$ cat config.mk
export PLATFORM = sky130hd
export DESIGN_NAME = array_linked_list_free_pool_flat
export DESIGN_NICKNAME = d
export VERILOG_FILES = /design/src/hw/rtl/allfp_pkg.sv /design/src/hw/rtl/allfp_if.sv /design/src/hw/rtl/allfp_store.sv /design/src/hw/rtl/allfp_ctrl.sv /design/src/hw/rtl/array_linked_list_free_pool.sv /design/src/flat_wrapper.sv
export SDC_FILE = /design/constraint.sdc
export NUM_CORES = 2
export LEC_CHECK = 0
export ABC_AREA = 0
export BUFFER_PORTS_ARGS = -buffer_cell sky130_fd_sc_hd__buf_2
export CAP_MARGIN = 20
export CORE_ASPECT_RATIO = 0.8
export CORE_MARGIN = 10
export CORE_UTILIZATION = 39
export CTS_CLUSTER_DIAMETER = 50
export DETAILED_ROUTE_END_ITERATION = 8
export SETUP_SLACK_MARGIN = 0.02
export SLEW_MARGIN = 20
export SYNTH_ARGS = -nofsm -noshare
export SYNTH_HDL_FRONTEND = slang
export SYNTH_SLANG_ARGS = --single-unit
$ cat constraint.sdc
create_clock -name clk -period 4.6 [get_ports clk]
set_input_delay 0 -clock clk [delete_from_list [all_inputs] [get_ports clk]]
set_output_delay 0 -clock clk [all_outputs]
set_load 0.02 [all_outputs]
$ cat src/hw/rtl/allfp_pkg.sv
package allfp_pkg;

  localparam int LINK_W = 6;
  localparam int IDX_W  = 5;
  localparam int DATA_W = 32;
  localparam int OP_W   = 2;
  localparam int ST_W   = 2;
  localparam int CNT_W  = 5;

  typedef logic [LINK_W-1:0]        link_t;
  typedef logic [IDX_W-1:0]         idx_t;
  typedef logic signed [DATA_W-1:0] data_t;
  typedef logic [OP_W-1:0]          op_t;
  typedef logic [ST_W-1:0]          status_t;
  typedef logic [CNT_W-1:0]         count_t;

  localparam op_t OP_INSERT = 2'd0;
  localparam op_t OP_DELETE = 2'd1;
  localparam op_t OP_ALT    = 2'd2;
  localparam op_t OP_READ   = 2'd3;

  localparam status_t ST_DONE = 2'd0;
  localparam status_t ST_FULL = 2'd1;
  localparam status_t ST_NONE = 2'd2;

  typedef struct packed {
    logic  next_we;
    link_t next_waddr;
    link_t next_wdata;
    link_t next_raddr;
    logic  data_we;
    link_t data_waddr;
    data_t data_wdata;
    link_t data_raddr;
  } store_req_t;

  typedef struct packed {
    link_t next_rdata;
    data_t data_rdata;
  } store_rsp_t;

  function automatic logic in_pool(link_t x, link_t nodes);
    return x < nodes;
  endfunction

endpackage

$ cat src/hw/rtl/allfp_if.sv
interface allfp_req_if;
  logic               valid;
  logic               ready;
  allfp_pkg::op_t     op;
  logic               pred_none;
  allfp_pkg::idx_t    pred;
  allfp_pkg::data_t   item;
  allfp_pkg::idx_t    read_index;

  modport source(output valid, op, pred_none, pred, item, read_index, input ready);
  modport sink(input valid, op, pred_none, pred, item, read_index, output ready);
endinterface

interface allfp_rsp_if;
  logic               valid;
  logic               ready;
  allfp_pkg::status_t status;
  allfp_pkg::link_t   head;
  allfp_pkg::link_t   free_head;
  allfp_pkg::link_t   slot;
  allfp_pkg::data_t   node_value;
  allfp_pkg::link_t   node_link;
  allfp_pkg::count_t  removed_count;

  modport source(output valid, status, head, free_head, slot, node_value, node_link,
                 removed_count, input ready);
  modport sink(input valid, status, head, free_head, slot, node_value, node_link,
               removed_count, output ready);
endinterface

$ cat src/hw/rtl/allfp_store.sv
module allfp_store #(
  parameter int NODES = 32
) (
  input  logic                  clk,
  input  logic                  rst,
  input  allfp_pkg::store_req_t req,
  output allfp_pkg::store_rsp_t rsp
);

  localparam int AW = (NODES > 1) ? $clog2(NODES) : 1;

  allfp_pkg::link_t next_mem [NODES];
  allfp_pkg::data_t data_mem [NODES];
  logic [NODES-1:0] next_vld;
  logic [NODES-1:0] data_vld;

  allfp_pkg::link_t next_q;
  logic [AW-1:0]    next_aq;
  logic             next_vq;
  allfp_pkg::data_t data_q;
  logic             data_vq;

  // valid bits stand in for the reset contents
  always_ff @(posedge clk) begin
    if (rst) begin
      next_vld <= '0;
      data_vld <= '0;
    end else begin
      if (req.next_we) begin
        next_vld[req.next_waddr[AW-1:0]] <= 1'b1;
      end
      if (req.data_we) begin
        data_vld[req.data_waddr[AW-1:0]] <= 1'b1;
      end
    end
  end

  always_ff @(posedge clk) begin
    if (req.next_we) begin
      next_mem[req.next_waddr[AW-1:0]] <= req.next_wdata;
    end
    if (req.data_we) begin
      data_mem[req.data_waddr[AW-1:0]] <= req.data_wdata;
    end
    next_q  <= next_mem[req.next_raddr[AW-1:0]];
    next_aq <= req.next_raddr[AW-1:0];
    next_vq <= next_vld[req.next_raddr[AW-1:0]];
    data_q  <= data_mem[req.data_raddr[AW-1:0]];
    data_vq <= data_vld[req.data_raddr[AW-1:0]];
  end

  assign rsp.next_rdata = next_vq ? next_q
                        : allfp_pkg::LINK_W'(next_aq) + allfp_pkg::LINK_W'(1);
  assign rsp.data_rdata = data_vq ? data_q : '1;

endmodule

$ cat src/hw/rtl/allfp_ctrl.sv
module allfp_ctrl #(
  parameter int NODES = 32
) (
  input  logic                  clk,
  input  logic                  rst,
  allfp_req_if.sink             req,
  allfp_rsp_if.source           rsp,
  output allfp_pkg::store_req_t store_req,
  input  allfp_pkg::store_rsp_t store_rsp
);

  localparam allfp_pkg::link_t NONE = allfp_pkg::LINK_W'(NODES);

  localparam logic [3:0] S_IDLE = 4'd0;
  localparam logic [3:0] S_DISP = 4'd1;
  localparam logic [3:0] S_INS1 = 4'd2;
  localparam logic [3:0] S_INS2 = 4'd3;
  localparam logic [3:0] S_INS3 = 4'd4;
  localparam logic [3:0] S_DELH = 4'd5;
  localparam logic [3:0] S_WALK = 4'd6;
  localparam logic [3:0] S_W1   = 4'd7;
  localparam logic [3:0] S_W2   = 4'd8;
  localparam logic [3:0] S_W3   = 4'd9;
  localparam logic [3:0] S_RD1  = 4'd10;
  localparam logic [3:0] S_FIN  = 4'd11;

  logic [3:0] state, state_next;

  allfp_pkg::op_t     op_q, op_q_next;
  logic               at_head, at_head_next;
  allfp_pkg::link_t   pred_q, pred_q_next;
  allfp_pkg::data_t   item_q, item_q_next;
  allfp_pkg::link_t   ridx, ridx_next;

  allfp_pkg::link_t   head, head_next;
  allfp_pkg::link_t   free_head, free_head_next;

  allfp_pkg::link_t   t, t_next;
  allfp_pkg::link_t   cur, cur_next;
  allfp_pkg::link_t   n2, n2_next;
  allfp_pkg::link_t   steps, steps_next;
  allfp_pkg::count_t  count, count_next;
  logic               removed, removed_next;

  allfp_pkg::status_t res_status, res_status_next;
  allfp_pkg::link_t   res_slot, res_slot_next;
  allfp_pkg::data_t   res_value, res_value_next;
  allfp_pkg::link_t   res_link, res_link_next;

  logic               out_valid, out_valid_next;
  logic               out_load;
  allfp_pkg::status_t out_status;
  allfp_pkg::link_t   out_head;
  allfp_pkg::link_t   out_free_head;
  allfp_pkg::link_t   out_slot;
  allfp_pkg::data_t   out_value;
  allfp_pkg::link_t   out_link;
  allfp_pkg::count_t  out_count;

  allfp_pkg::link_t   nrd;
  allfp_pkg::data_t   drd;

  assign nrd = store_rsp.next_rdata;
  assign drd = store_rsp.data_rdata;

  assign req.ready = (state == S_IDLE);

  always_comb begin
    state_next      = state;
    op_q_next       = op_q;
    at_head_next    = at_head;
    pred_q_next     = pred_q;
    item_q_next     = item_q;
    ridx_next       = ridx;
    head_next       = head;
    free_head_next  = free_head;
    t_next          = t;
    cur_next        = cur;
    n2_next         = n2;
    steps_next      = steps;
    count_next      = count;
    removed_next    = removed;
    res_status_next = res_status;
    res_slot_next   = res_slot;
    res_value_next  = res_value;
    res_link_next   = res_link;
    out_load        = 1'b0;
    out_valid_next  = out_valid && !rsp.ready;
    store_req       = '0;

    case (state)
      S_IDLE: begin
        if (req.valid) begin
          op_q_next    = req.op;
          at_head_next = req.pred_none;
          pred_q_next  = allfp_pkg::LINK_W'(req.pred);
          item_q_next  = req.item;
          ridx_next    = allfp_pkg::LINK_W'(req.read_index);
          state_next   = S_DISP;
        end
      end
      S_DISP: begin
        res_status_next = allfp_pkg::ST_DONE;
        res_slot_next   = NONE;
        res_value_next  = '0;
        res_link_next   = NONE;
        count_next      = '0;
        removed_next    = 1'b0;
        steps_next      = '0;
        case (op_q)
          allfp_pkg::OP_INSERT: begin
            if (!allfp_pkg::in_pool(free_head, NONE)) begin
              res_status_next = allfp_pkg::ST_FULL;
              state_next      = S_FIN;
            end else if (!at_head && !allfp_pkg::in_pool(pred_q, NONE)) begin
              res_status_next = allfp_pkg::ST_NONE;
              state_next      = S_FIN;
            end else begin
              t_next               = free_head;
              store_req.next_raddr = free_head;
              state_next           = S_INS1;
            end
          end
          allfp_pkg::OP_DELETE: begin
            if (!allfp_pkg::in_pool(head, NONE)) begin
              res_status_next = allfp_pkg::ST_NONE;
              state_next      = S_FIN;
            end else if (at_head) begin
              t_next               = head;
              store_req.next_raddr = head;
              state_next           = S_DELH;
            end else if (!allfp_pkg::in_pool(pred_q, NONE)) begin
              res_status_next = allfp_pkg::ST_NONE;
              state_next      = S_FIN;
            end else begin
              cur_next             = pred_q;
              store_req.next_raddr = pred_q;
              state_next           = S_W1;
            end
          end
          allfp_pkg::OP_ALT: begin
            cur_next   = head;
            state_next = S_WALK;
          end
          default: begin
            if (allfp_pkg::in_pool(ridx, NONE)) begin
              store_req.next_raddr = ridx;
              store_req.data_raddr = ridx;
              state_next           = S_RD1;
            end else begin
              res_status_next = allfp_pkg::ST_NONE;
              state_next      = S_FIN;
            end
          end
        endcase
      end
      S_INS1: begin
        free_head_next = nrd;
        if (at_head) begin
          store_req.next_we    = 1'b1;
          store_req.next_waddr = t;
          store_req.next_wdata = head;
          store_req.data_we    = 1'b1;
          store_req.data_waddr = t;
          store_req.data_wdata = item_q;
          head_next            = t;
          res_slot_next        = t;
          state_next           = S_FIN;
        end else begin
          store_req.next_raddr = pred_q;
          state_next           = S_INS2;
        end
      end
      S_INS2: begin
        store_req.next_we    = 1'b1;
        store_req.next_waddr = t;
        store_req.next_wdata = nrd;
        store_req.data_we    = 1'b1;
        store_req.data_waddr = t;
        store_req.data_wdata = item_q;
        state_next           = S_INS3;
      end
      S_INS3: begin
        store_req.next_we    = 1'b1;
        store_req.next_waddr = pred_q;
        store_req.next_wdata = t;
        res_slot_next        = t;
        state_next           = S_FIN;
      end
      S_DELH: begin
        head_next            = nrd;
        store_req.next_we    = 1'b1;
        store_req.next_waddr = t;
        store_req.next_wdata = free_head;
        free_head_next       = t;
        res_slot_next        = t;
        state_next           = S_FIN;
      end
      S_WALK: begin
        if (steps == NONE || !allfp_pkg::in_pool(cur, NONE)) begin
          res_status_next = removed ? allfp_pkg::ST_DONE : allfp_pkg::ST_NONE;
          state_next      = S_FIN;
        end else begin
          store_req.next_raddr = cur;
          state_next           = S_W1;
        end
      end
      S_W1: begin
        if (!allfp_pkg::in_pool(nrd, NONE)) begin
          res_status_next = (op_q == allfp_pkg::OP_ALT && removed) ? allfp_pkg::ST_DONE
                                                                   : allfp_pkg::ST_NONE;
          state_next      = S_FIN;
        end else begin
          t_next               = nrd;
          store_req.next_raddr = nrd;
          state_next           = S_W2;
        end
      end
      S_W2: begin
        store_req.next_we    = 1'b1;
        store_req.next_waddr = cur;
        store_req.next_wdata = nrd;
        n2_next              = nrd;
        state_next           = S_W3;
      end
      S_W3: begin
        store_req.next_we    = 1'b1;
        store_req.next_waddr = t;
        store_req.next_wdata = free_head;
        free_head_next       = t;
        if (op_q == allfp_pkg::OP_DELETE) begin
          res_slot_next = t;
          state_next    = S_FIN;
        end else begin
          count_next   = count + allfp_pkg::CNT_W'(1);
          removed_next = 1'b1;
          steps_next   = steps + allfp_pkg::LINK_W'(1);
          // self-linked node: its link now points at the old free head
          cur_next     = (t == cur) ? free_head : n2;
          state_next   = S_WALK;
        end
      end
      S_RD1: begin
        res_value_next = drd;
        res_link_next  = allfp_pkg::in_pool(nrd, NONE) ? nrd : NONE;
        state_next     = S_FIN;
      end
      S_FIN: begin
        if (!out_valid || rsp.ready) begin
          out_load       = 1'b1;
          out_valid_next = 1'b1;
          state_next     = S_IDLE;
        end
      end
      default: begin
        state_next = S_IDLE;
      end
    endcase
  end

  always_ff @(posedge clk) begin
    if (rst) begin
      state     <= S_IDLE;
      head      <= NONE;
      free_head <= '0;
      out_valid <= 1'b0;
      steps     <= '0;
      count     <= '0;
      removed   <= 1'b0;
    end else begin
      state     <= state_next;
      head      <= head_next;
      free_head <= free_head_next;
      out_valid <= out_valid_next;
      steps     <= steps_next;
      count     <= count_next;
      removed   <= removed_next;
    end
  end

  always_ff @(posedge clk) begin
    op_q       <= op_q_next;
    at_head    <= at_head_next;
    pred_q     <= pred_q_next;
    item_q     <= item_q_next;
    ridx       <= ridx_next;
    t          <= t_next;
    cur        <= cur_next;
    n2         <= n2_next;
    res_status <= res_status_next;
    res_slot   <= res_slot_next;
    res_value  <= res_value_next;
    res_link   <= res_link_next;
    if (out_load) begin
      out_status    <= res_status;
      out_head      <= allfp_pkg::in_pool(head, NONE) ? head : NONE;
      out_free_head <= allfp_pkg::in_pool(free_head, NONE) ? free_head : NONE;
      out_slot      <= res_slot;
      out_value     <= res_value;
      out_link      <= res_link;
      out_count     <= count;
    end
  end

  assign rsp.valid         = out_valid;
  assign rsp.status        = out_status;
  assign rsp.head          = out_head;
  assign rsp.free_head     = out_free_head;
  assign rsp.slot          = out_slot;
  assign rsp.node_value    = out_value;
  assign rsp.node_link     = out_link;
  assign rsp.removed_count = out_count;

endmodule

$ cat src/hw/rtl/array_linked_list_free_pool.sv
// Linked list kept in a pool of NODES nodes, with unused nodes chained on a
// free list. Channel req carries one op (insert, delete, delete every second
// node, read node) with its operands; channel rsp returns one result per op:
// status, list head, free head, affected slot, node data/link, removed count.
// An op is taken when req.valid and req.ready are high; req.ready is high
// only while the sequencer is idle, one op at a time.
// Delete every second node walks the list until it stops at a node with no
// successor (at most NODES removals). req.ready rises together with
// rsp.valid, so the block takes no new op while one is still in progress.
// Every step goes through the single read port of the link store, one
// dependent link lookup per step.
// The result sits in an output register; if rsp.ready is low the block still
// takes the next op and holds its result until the register frees.
// Reset (rst, synchronous) empties the list and chains all nodes on the free
// list in order, node data reading as all ones; this takes effect at once.
module array_linked_list_free_pool #(
  parameter int NODES = 32
) (
  input logic         clk,
  input logic         rst,
  allfp_req_if.sink   req,
  allfp_rsp_if.source rsp
);

  allfp_pkg::store_req_t store_req;
  allfp_pkg::store_rsp_t store_rsp;

  allfp_ctrl #(
    .NODES(NODES)
  ) u_ctrl (
    .clk      (clk),
    .rst      (rst),
    .req      (req),
    .rsp      (rsp),
    .store_req(store_req),
    .store_rsp(store_rsp)
  );

  allfp_store #(
    .NODES(NODES)
  ) u_store (
    .clk(clk),
    .rst(rst),
    .req(store_req),
    .rsp(store_rsp)
  );

  a_heads_bounded: assert property (@(posedge clk) disable iff (rst)
    rsp.valid |-> (rsp.head <= 6'(NODES)) && (rsp.free_head <= 6'(NODES)))
    else $error("head or free head beyond pool");

  a_slot_on_fail: assert property (@(posedge clk) disable iff (rst)
    rsp.valid && (rsp.status != allfp_pkg::ST_DONE) |-> rsp.slot == 6'(NODES))
    else $error("slot reported for a failed op");

  a_status_code: assert property (@(posedge clk) disable iff (rst)
    rsp.valid |-> (rsp.status == allfp_pkg::ST_DONE) || (rsp.status == allfp_pkg::ST_FULL)
                  || (rsp.status == allfp_pkg::ST_NONE))
    else $error("bad status code");

  a_count_done: assert property (@(posedge clk) disable iff (rst)
    rsp.valid && (rsp.removed_count != '0) |-> rsp.status == allfp_pkg::ST_DONE)
    else $error("removals with failure status");

  a_no_write_idle: assert property (@(posedge clk) disable iff (rst)
    req.ready |-> !store_req.next_we && !store_req.data_we)
    else $error("store write while idle");

endmodule

$ cat src/flat_wrapper.sv
// flat-port wrapper written by rule: the top's interface ports become plain ports
module array_linked_list_free_pool_flat 
#(
  parameter int NODES = 32
)
  (clk, rst, req_valid, req_op, req_pred_none, req_pred, req_item, req_read_index, req_ready, rsp_valid, rsp_status, rsp_head, rsp_free_head, rsp_slot, rsp_node_value, rsp_node_link, rsp_removed_count, rsp_ready);
  allfp_req_if req_i ();
  allfp_rsp_if rsp_i ();
  input logic clk;
  input logic rst;
  input wire logic [$bits(req_i.valid)-1:0] req_valid;
  input wire logic [$bits(req_i.op)-1:0] req_op;
  input wire logic [$bits(req_i.pred_none)-1:0] req_pred_none;
  input wire logic [$bits(req_i.pred)-1:0] req_pred;
  input wire logic [$bits(req_i.item)-1:0] req_item;
  input wire logic [$bits(req_i.read_index)-1:0] req_read_index;
  output wire logic [$bits(req_i.ready)-1:0] req_ready;
  output wire logic [$bits(rsp_i.valid)-1:0] rsp_valid;
  output wire logic [$bits(rsp_i.status)-1:0] rsp_status;
  output wire logic [$bits(rsp_i.head)-1:0] rsp_head;
  output wire logic [$bits(rsp_i.free_head)-1:0] rsp_free_head;
  output wire logic [$bits(rsp_i.slot)-1:0] rsp_slot;
  output wire logic [$bits(rsp_i.node_value)-1:0] rsp_node_value;
  output wire logic [$bits(rsp_i.node_link)-1:0] rsp_node_link;
  output wire logic [$bits(rsp_i.removed_count)-1:0] rsp_removed_count;
  input wire logic [$bits(rsp_i.ready)-1:0] rsp_ready;
  assign req_i.valid = req_valid;
  assign req_i.op = req_op;
  assign req_i.pred_none = req_pred_none;
  assign req_i.pred = req_pred;
  assign req_i.item = req_item;
  assign req_i.read_index = req_read_index;
  assign req_ready = req_i.ready;
  assign rsp_valid = rsp_i.valid;
  assign rsp_status = rsp_i.status;
  assign rsp_head = rsp_i.head;
  assign rsp_free_head = rsp_i.free_head;
  assign rsp_slot = rsp_i.slot;
  assign rsp_node_value = rsp_i.node_value;
  assign rsp_node_link = rsp_i.node_link;
  assign rsp_removed_count = rsp_i.removed_count;
  assign rsp_i.ready = rsp_ready;
  array_linked_list_free_pool #(.NODES(NODES)) u_core (.clk(clk), .rst(rst), .req(req_i), .rsp(rsp_i));
endmodule
After elaboration in Yosys (flattened, before gate mapping):

Memories as Yosys holds them, arrays and structs flattened. A register that Yosys moved wholly into a read port is not among the register bits.
Cells that the tools add are included.

* register bits: 272
* RAM bits: 1216
* input port bits: 49
* output and inout bits: 65
* word-level logic and storage cells: 203
* memories: 2

* $add $sub $neg: 3
* $lt $le $gt $ge: 12
* equality and inequality tests: 31
* mux-type cells: 89
* bitwise operators: 2
* reduce and logical (&&, ||, !) cells: 33

Memory list
* u_core.u_store.data_mem: depth 32, bits a word 32, rd ports 1, clocked after memory_dff 1, write ports 1, line allfp_store.sv:13 `allfp_pkg::data_t data_mem [NODES];`
* u_core.u_store.next_mem: depth 32, bits a word 6, rd ports 1, clocked after memory_dff 1, write ports 1, line allfp_store.sv:12 `allfp_pkg::link_t next_mem [NODES];`

Operators by type and width (count)
* $pmux W6 S2: 8
* $mux W6: 15
* $pmux W39 S2: 1
* $pmux W13 S5: 1
* $or A32 B32 Y32: 2
* $pmux W32 S2: 1
* $mux W5: 12
* $mux W4: 10
* $pmux W4 S10: 1
* $mux W39: 1
* $lt A5 B6 Y1 const B: 6
* $mux W32: 1
* $lt A6 B6 Y1 const B: 4
* $pmux W6 S4: 1
* $mux W2: 11
* $ne A3 B3 Y1 const B: 7
* $pmux W5 S4: 1
* $eq A4 B3 Y1 const B: 4
* $eq A4 B4 Y1 const B: 4
* $ne A2 B2 Y1 const B: 8
* $pmux W5 S3: 1
* $mux W1: 14
* $mux W13: 1
* $pmux W2 S3: 2
* 30 further kinds: 53

Depth between registers and ports, before layout:

* word-level depth: 9
* depth in mapped cells: 15
* gate-level depth less buffers: 11

Hierarchy:

A second synthesis with hierarchy kept.

* cell total of the unflattened synthesis: 3535
* area, all modules: 59099.2 µm²

Modules (own cells, without submodules)
* allfp_store: times used 1, cells an instance 2896, area an instance 50658.6 µm², seq. area each 38697.1 µm²
* allfp_ctrl: times used 1, cells an instance 639, area an instance 8440.6 µm², seq. area each 5745.5 µm²

Worst setup path before layout:

Ideal clock, no wire load.

* path type: register to register
* start: register u_core.u_ctrl.state[3]
* end: register u_core.u_ctrl.out_free_head[0], in the netlist u_core.u_ctrl.rsp.free_head[0] (enable)
* setup time: 0.484 ns
* data arrival time: 3.818 ns
* data required time: 4.116 ns
* setup slack: 0.298 ns
* cell stages (with the launch flop): 6
* path buffers: 2
* period minus slack after synthesis: 4.302 ns
* cell sequence: dfxtp_1 buf_6 clkbuf_1 inv_1 or3_1 nor2_1

* cells in the longest elaborated chain, start to end: 2

Ends and longest elaborated chain
* from (decl): line allfp_ctrl.sv:27 `logic [3:0] state, state_next;`
* from (signal assigned): line allfp_ctrl.sv:271 `state <= state_next;`
* $eq A4 B4 Y1: line allfp_ctrl.sv:91 `case (state)`
* $mux W1: line allfp_ctrl.sv:91
* net u_core.u_ctrl.out_load: line allfp_ctrl.sv:51 `logic out_load;`
* to (signal assigned): line allfp_ctrl.sv:297 `out_free_head <= allfp_pkg::in_pool(free_head, NONE) ? free_head : NONE;`
* to (decl): line allfp_ctrl.sv:54 `allfp_pkg::link_t out_free_head;`

The timed path passes the listed nets, and every way through them passes these cells.
A chain may end at the register's enable or synchronous reset.

Worst setup path in the final report:

* start: register u_core.u_ctrl.state[2]
* end: memory u_core.u_store.next_mem[16][4] in the netlist's numbering (enable)

* cells in the longest elaborated chain, start to end: 5
* elaborated cells between the ends (all ways): 10
* classes of those cells: eq/ne (6); mux (3); reduce/logical (1)

Ends and longest elaborated chain
* $eq A4 B4 Y1 / $eq A4 B3 Y1 (equally long branches): line allfp_ctrl.sv:91
* $reduce_or A2 Y1 (no source line)
* $pmux W13 S5 *: line allfp_ctrl.sv:91
* $mux W1: line allfp_store.sv:39 `if (req.next_we) begin`
* $mux W1 (implied by the code): line allfp_store.sv:40 `next_mem[req.next_waddr[AW-1:0]] <= req.next_wdata;`
* to (decl): line allfp_store.sv:12

Every way passes the cells marked *; elsewhere a longest branch is shown, timed or not.

==> flow_metrics.tcl <==
set metrics [dict create \
    timing.hold.worst_path_depth 2 \
    synth_cells 4287 \
    async_reset_ff_frac 0 \
    worstPathRequired_ns 5.03 \
    synth_fp_nets 4344 \
    drt_wl_total_um 168800 \
    vias 38172 \
    numClockSinks 1526 \
    root_buffer "clkbuf_16" \
    max_slew_margin 0.2234 \
    multi_input_area_um2 13620 \
    path_cells "xnor2_2 -> nor3_2 -> buf_4 -> or2_0 -> a222oi_1 -> nand3_1 -> nor2_1" \
    io_pins 114 \
    core_area_um2 150300 \
    drc_errors 0 \
    period_minus_slack_ns 4.253 \
    final_nets 4499 \
    grt_pass1_vias 36159 \
    whs_endpoint "u_core.u_ctrl.ridx[4]" \
    synth_edf_count 1388 \
    grt_setup_unrepaired "false" \
    clock_latency_ns 0.81 \
    drtAntennaViolNets 0 \
    setup_tns_ns 0 \
    max_stage_delay_ns 0.87 \
    htreeDepth 4 \
    worst-path-max-fanout 22 \
    gp_congestion 0.8613 \
    worstReg2RegEnd "u_core.u_store.next_mem[16][4]" \
    maxSlewViolCount 0 \
    dieArea_um2 167900 \
    power_density_nw_per_um2 523.6 \
    clock_path_buffers 3 \
    min_from "req_read_index[4]" \
    clkSlewWorstSetupHoldPaths_ns 0.06 \
    die_w_um 455.6 \
    syn_area_per_cell_um2 13.81 \
    setup_violations 0 \
    reg2regPathDepth 7 \
    ys_types 68 \
    p_leak_nw 22.61 \
    grt_max_degree 155 \
    yosys_warnings 0 \
    crit_type "flop to flop" \
    crit_slowest_cell "dfxtp_1" \
    fmax_mhz 235.1 \
    max-cap-violations 0 \
    gr-total-overflow 0 \
    first_pass_iters 9 \
    dpl.hpwl_um 90960 \
    placement.io_buffers 113 \
    finalHoldWorstSlack_ns 0.08458 \
    r2r-start "u_core.u_ctrl.state[2]" \
    rows 127 \
    hold_viol_final 0 \
    fillCellCount 13175 \
    dp.cells 6195 \
    finalClockSkew_ns 0.03605 \
    regToRegSetupSlack_ns 0.35 \
    synth_flop_cell "edfxtp_1" \
    drive_gt1_frac 0.1234 \
    cts_buffers 151 \
    wire_per_inst_um 25.69 \
    seq_area_frac_synth 0.7508 \
    grt_pass1_wl_um 248200 \
    via_per_inst 5.809 \
    grt_antenna_before_repair 5 \
    status "complete, no violations" \
    crit_path_end_kind "flop" \
    critPathTopFamily "simple AND/OR/NAND/NOR gates" \
    first_iter_violations 5542 \
    die_h_um 368.5 \
    final-seq-area_um2 44440 \
    cts_tree "yes" \
    placed_area_um2 62590 \
    final_area_um2 68770 \
    track_usage 0.1938 \
    initial_utilization 0.3938 \
    areaGrowthSynthToFinish_pct 16.18 \
    worst_slew_pin_slew_ns 1.165 \
    synth_area_um2 59190 \
    cp_data_arrival_time_ns 4.68 \
    min_period_over_period 0.9247 \
    synth_seq_cells 1526 \
    peakVddDrop_v 0.0003465 \
    crit_path_start_kind "flop" \
    cts_resized 0 \
    critPathBufInv 1 \
    instances_no_fill 6571 \
    hp-class "input pin to flop" \
]
-- layer usage --
metal  global-route usage  up-vias  share of wire
met3              0.04356      232           0.10
met1               0.2948    19251           0.45
met5                    0        -              0
met2               0.2797     1964           0.43
li1                     -    16725              -
met4              0.04561        0          0.019
-- logic make-up (layout without fill, tap and decap cells) --
| group | Yosys count | count (layout) | synth area share |
|---|---|---|---|
| xor+xnor | 10 | 10 | 0.001607 |
| other cells | 0 | 1 | 0 |
| simple gates | 1444 | 1444 | 0.1052 |
| mux | 46 | 46 | 0.007800 |
| compound gates | 883 | 883 | 0.1070 |
| buf+inv | 370 | 654 | 0.02581 |
| fa+ha+maj | 8 | 8 | 0.001691 |
| flops | 1526 | 1526 | 0.7508 |
-- sequential cells by signal (all words and copies together) (netlist names), 6 cells and up --
signal                        cells
u_core.u_ctrl.t                   6
u_core.u_store.data_mem        1024
u_core.u_store.data_q            32
u_core.u_ctrl.item_q             32
u_core.u_ctrl.head                6
u_core.u_ctrl.free_head           6
u_core.u_ctrl.rsp.slot            6
u_core.u_ctrl.rsp.free_head       6
u_core.u_ctrl.n2                  6
u_core.u_store.next_q             6
u_core.u_ctrl.rsp.head            6
u_core.u_store.next_mem         192
u_core.u_ctrl.rsp.node_link       6
u_core.u_store.data_vld          32
u_core.u_ctrl.res_value          32
u_core.u_ctrl.cur                 6
u_core.u_ctrl.res_link            6
u_core.u_ctrl.res_slot            6
u_core.u_ctrl.rsp.node_value     32
u_core.u_ctrl.steps               6
u_core.u_store.next_vld          32
-- placed cells by master (no fill, tap or decap), drive strengths merged, types with 30 or more instances in the layout --
master and count:
edfxtp 1388, nand3 335, and2 38, clkbuf 195
a311oi 103, o31ai 32, o221ai 264, dfxtp 138
mux2i 45, clkinv 54, nor2 201, nand2 768
buf 234, inv 56, nor2b 30, a31oi 44
a22oi 30, dlygate4sd3 93, a21oi 305
-- through the flow --
stage / utilization / total power [mW] / setup WS, ns
final: 0.4575 / 36.01 / 0.3466
after CTS: 0.4573 / 36.08 / 0.4970
after detailed placement: 0.4164 / 23.26 / 0.5019
after global placement: 0.4164 / 23.19 / 0.6463
after global routing: 0.4575 / 37.27 / 0.1739
after floorplan: - / 20.82 / 0.2981
-- timing repair --
action                                 4_1_cts  5_1_grt
setup endpoints to repair                    0        0
hold buffers                                92        1
buffers inserted                             0        0
endpoints found under the hold margin      150        1
-- worst max path at each step --
stage	startpoint	endpoint	slack, ns	depth (start not counted)
floorplan	u_core.u_ctrl.state[3]	u_core.u_ctrl.rsp.free_head[0]	0.30	5
global placement	u_core.u_ctrl.state[3]	u_core.u_store.data_q[16]	0.65	8
detailed placement	u_core.u_ctrl.state[2]	u_core.u_store.next_mem[16][5]	0.50	7
CTS	u_core.u_ctrl.state[2]	u_core.u_store.next_mem[16][4]	0.50	7
global route	u_core.u_ctrl.state[2]	u_core.u_store.next_mem[16][0]	0.17	6
finish	u_core.u_ctrl.state[2]	u_core.u_store.next_mem[16][4]	0.35	7
-- Yosys cell counts, types with 9 or more instances --
cell type  instances  area share
edfxtp_1        1388        0.70
nand2_1          768       0.049
nand3_1          335       0.028
a21oi_1          305       0.026
o221ai_1         264       0.039
clkbuf_1         258       0.016
nor2_1           198       0.013
dfxtp_1          138       0.047
a311oi_1         103       0.015
mux2i_1           45      0.0076
a31oi_1           44      0.0047
inv_1             43      0.0027
and2_1            38      0.0040
buf_2             32      0.0027
o31ai_1           32      0.0041
a22oi_1           30      0.0038
nor2b_1           29      0.0031
o21ai_0           22      0.0019
buf_1             16      0.0010
a32oi_1           14      0.0021
o2111ai_1         14      0.0021
buf_4             12      0.0015
nand2b_1          11      0.0012
nand4_1           11      0.0012
nor3_1            11     0.00093
o21ba_2           11      0.0019
a211oi_1           9      0.0011
-- final cells by class --
cell class / instances / area share
antenna: 1 / 0.00003639
clock buffer: 195 / 0.05968
clock inverter: 87 / 0.01634
inverter: 45 / 0.002474
multi-input combinational: 2391 / 0.1980
sequential: 1526 / 0.6463
tap: 1999 / 0.03637
timing repair buffer: 327 / 0.04083
-- power by group --
group	internal [mW]	switching (mW)	total, mW
combinational	1.49	4.29	5.78
clock	7.34	5.53	12.9
sequential	16.8	0.608	17.4
Power figures use the tool's default switching activity.
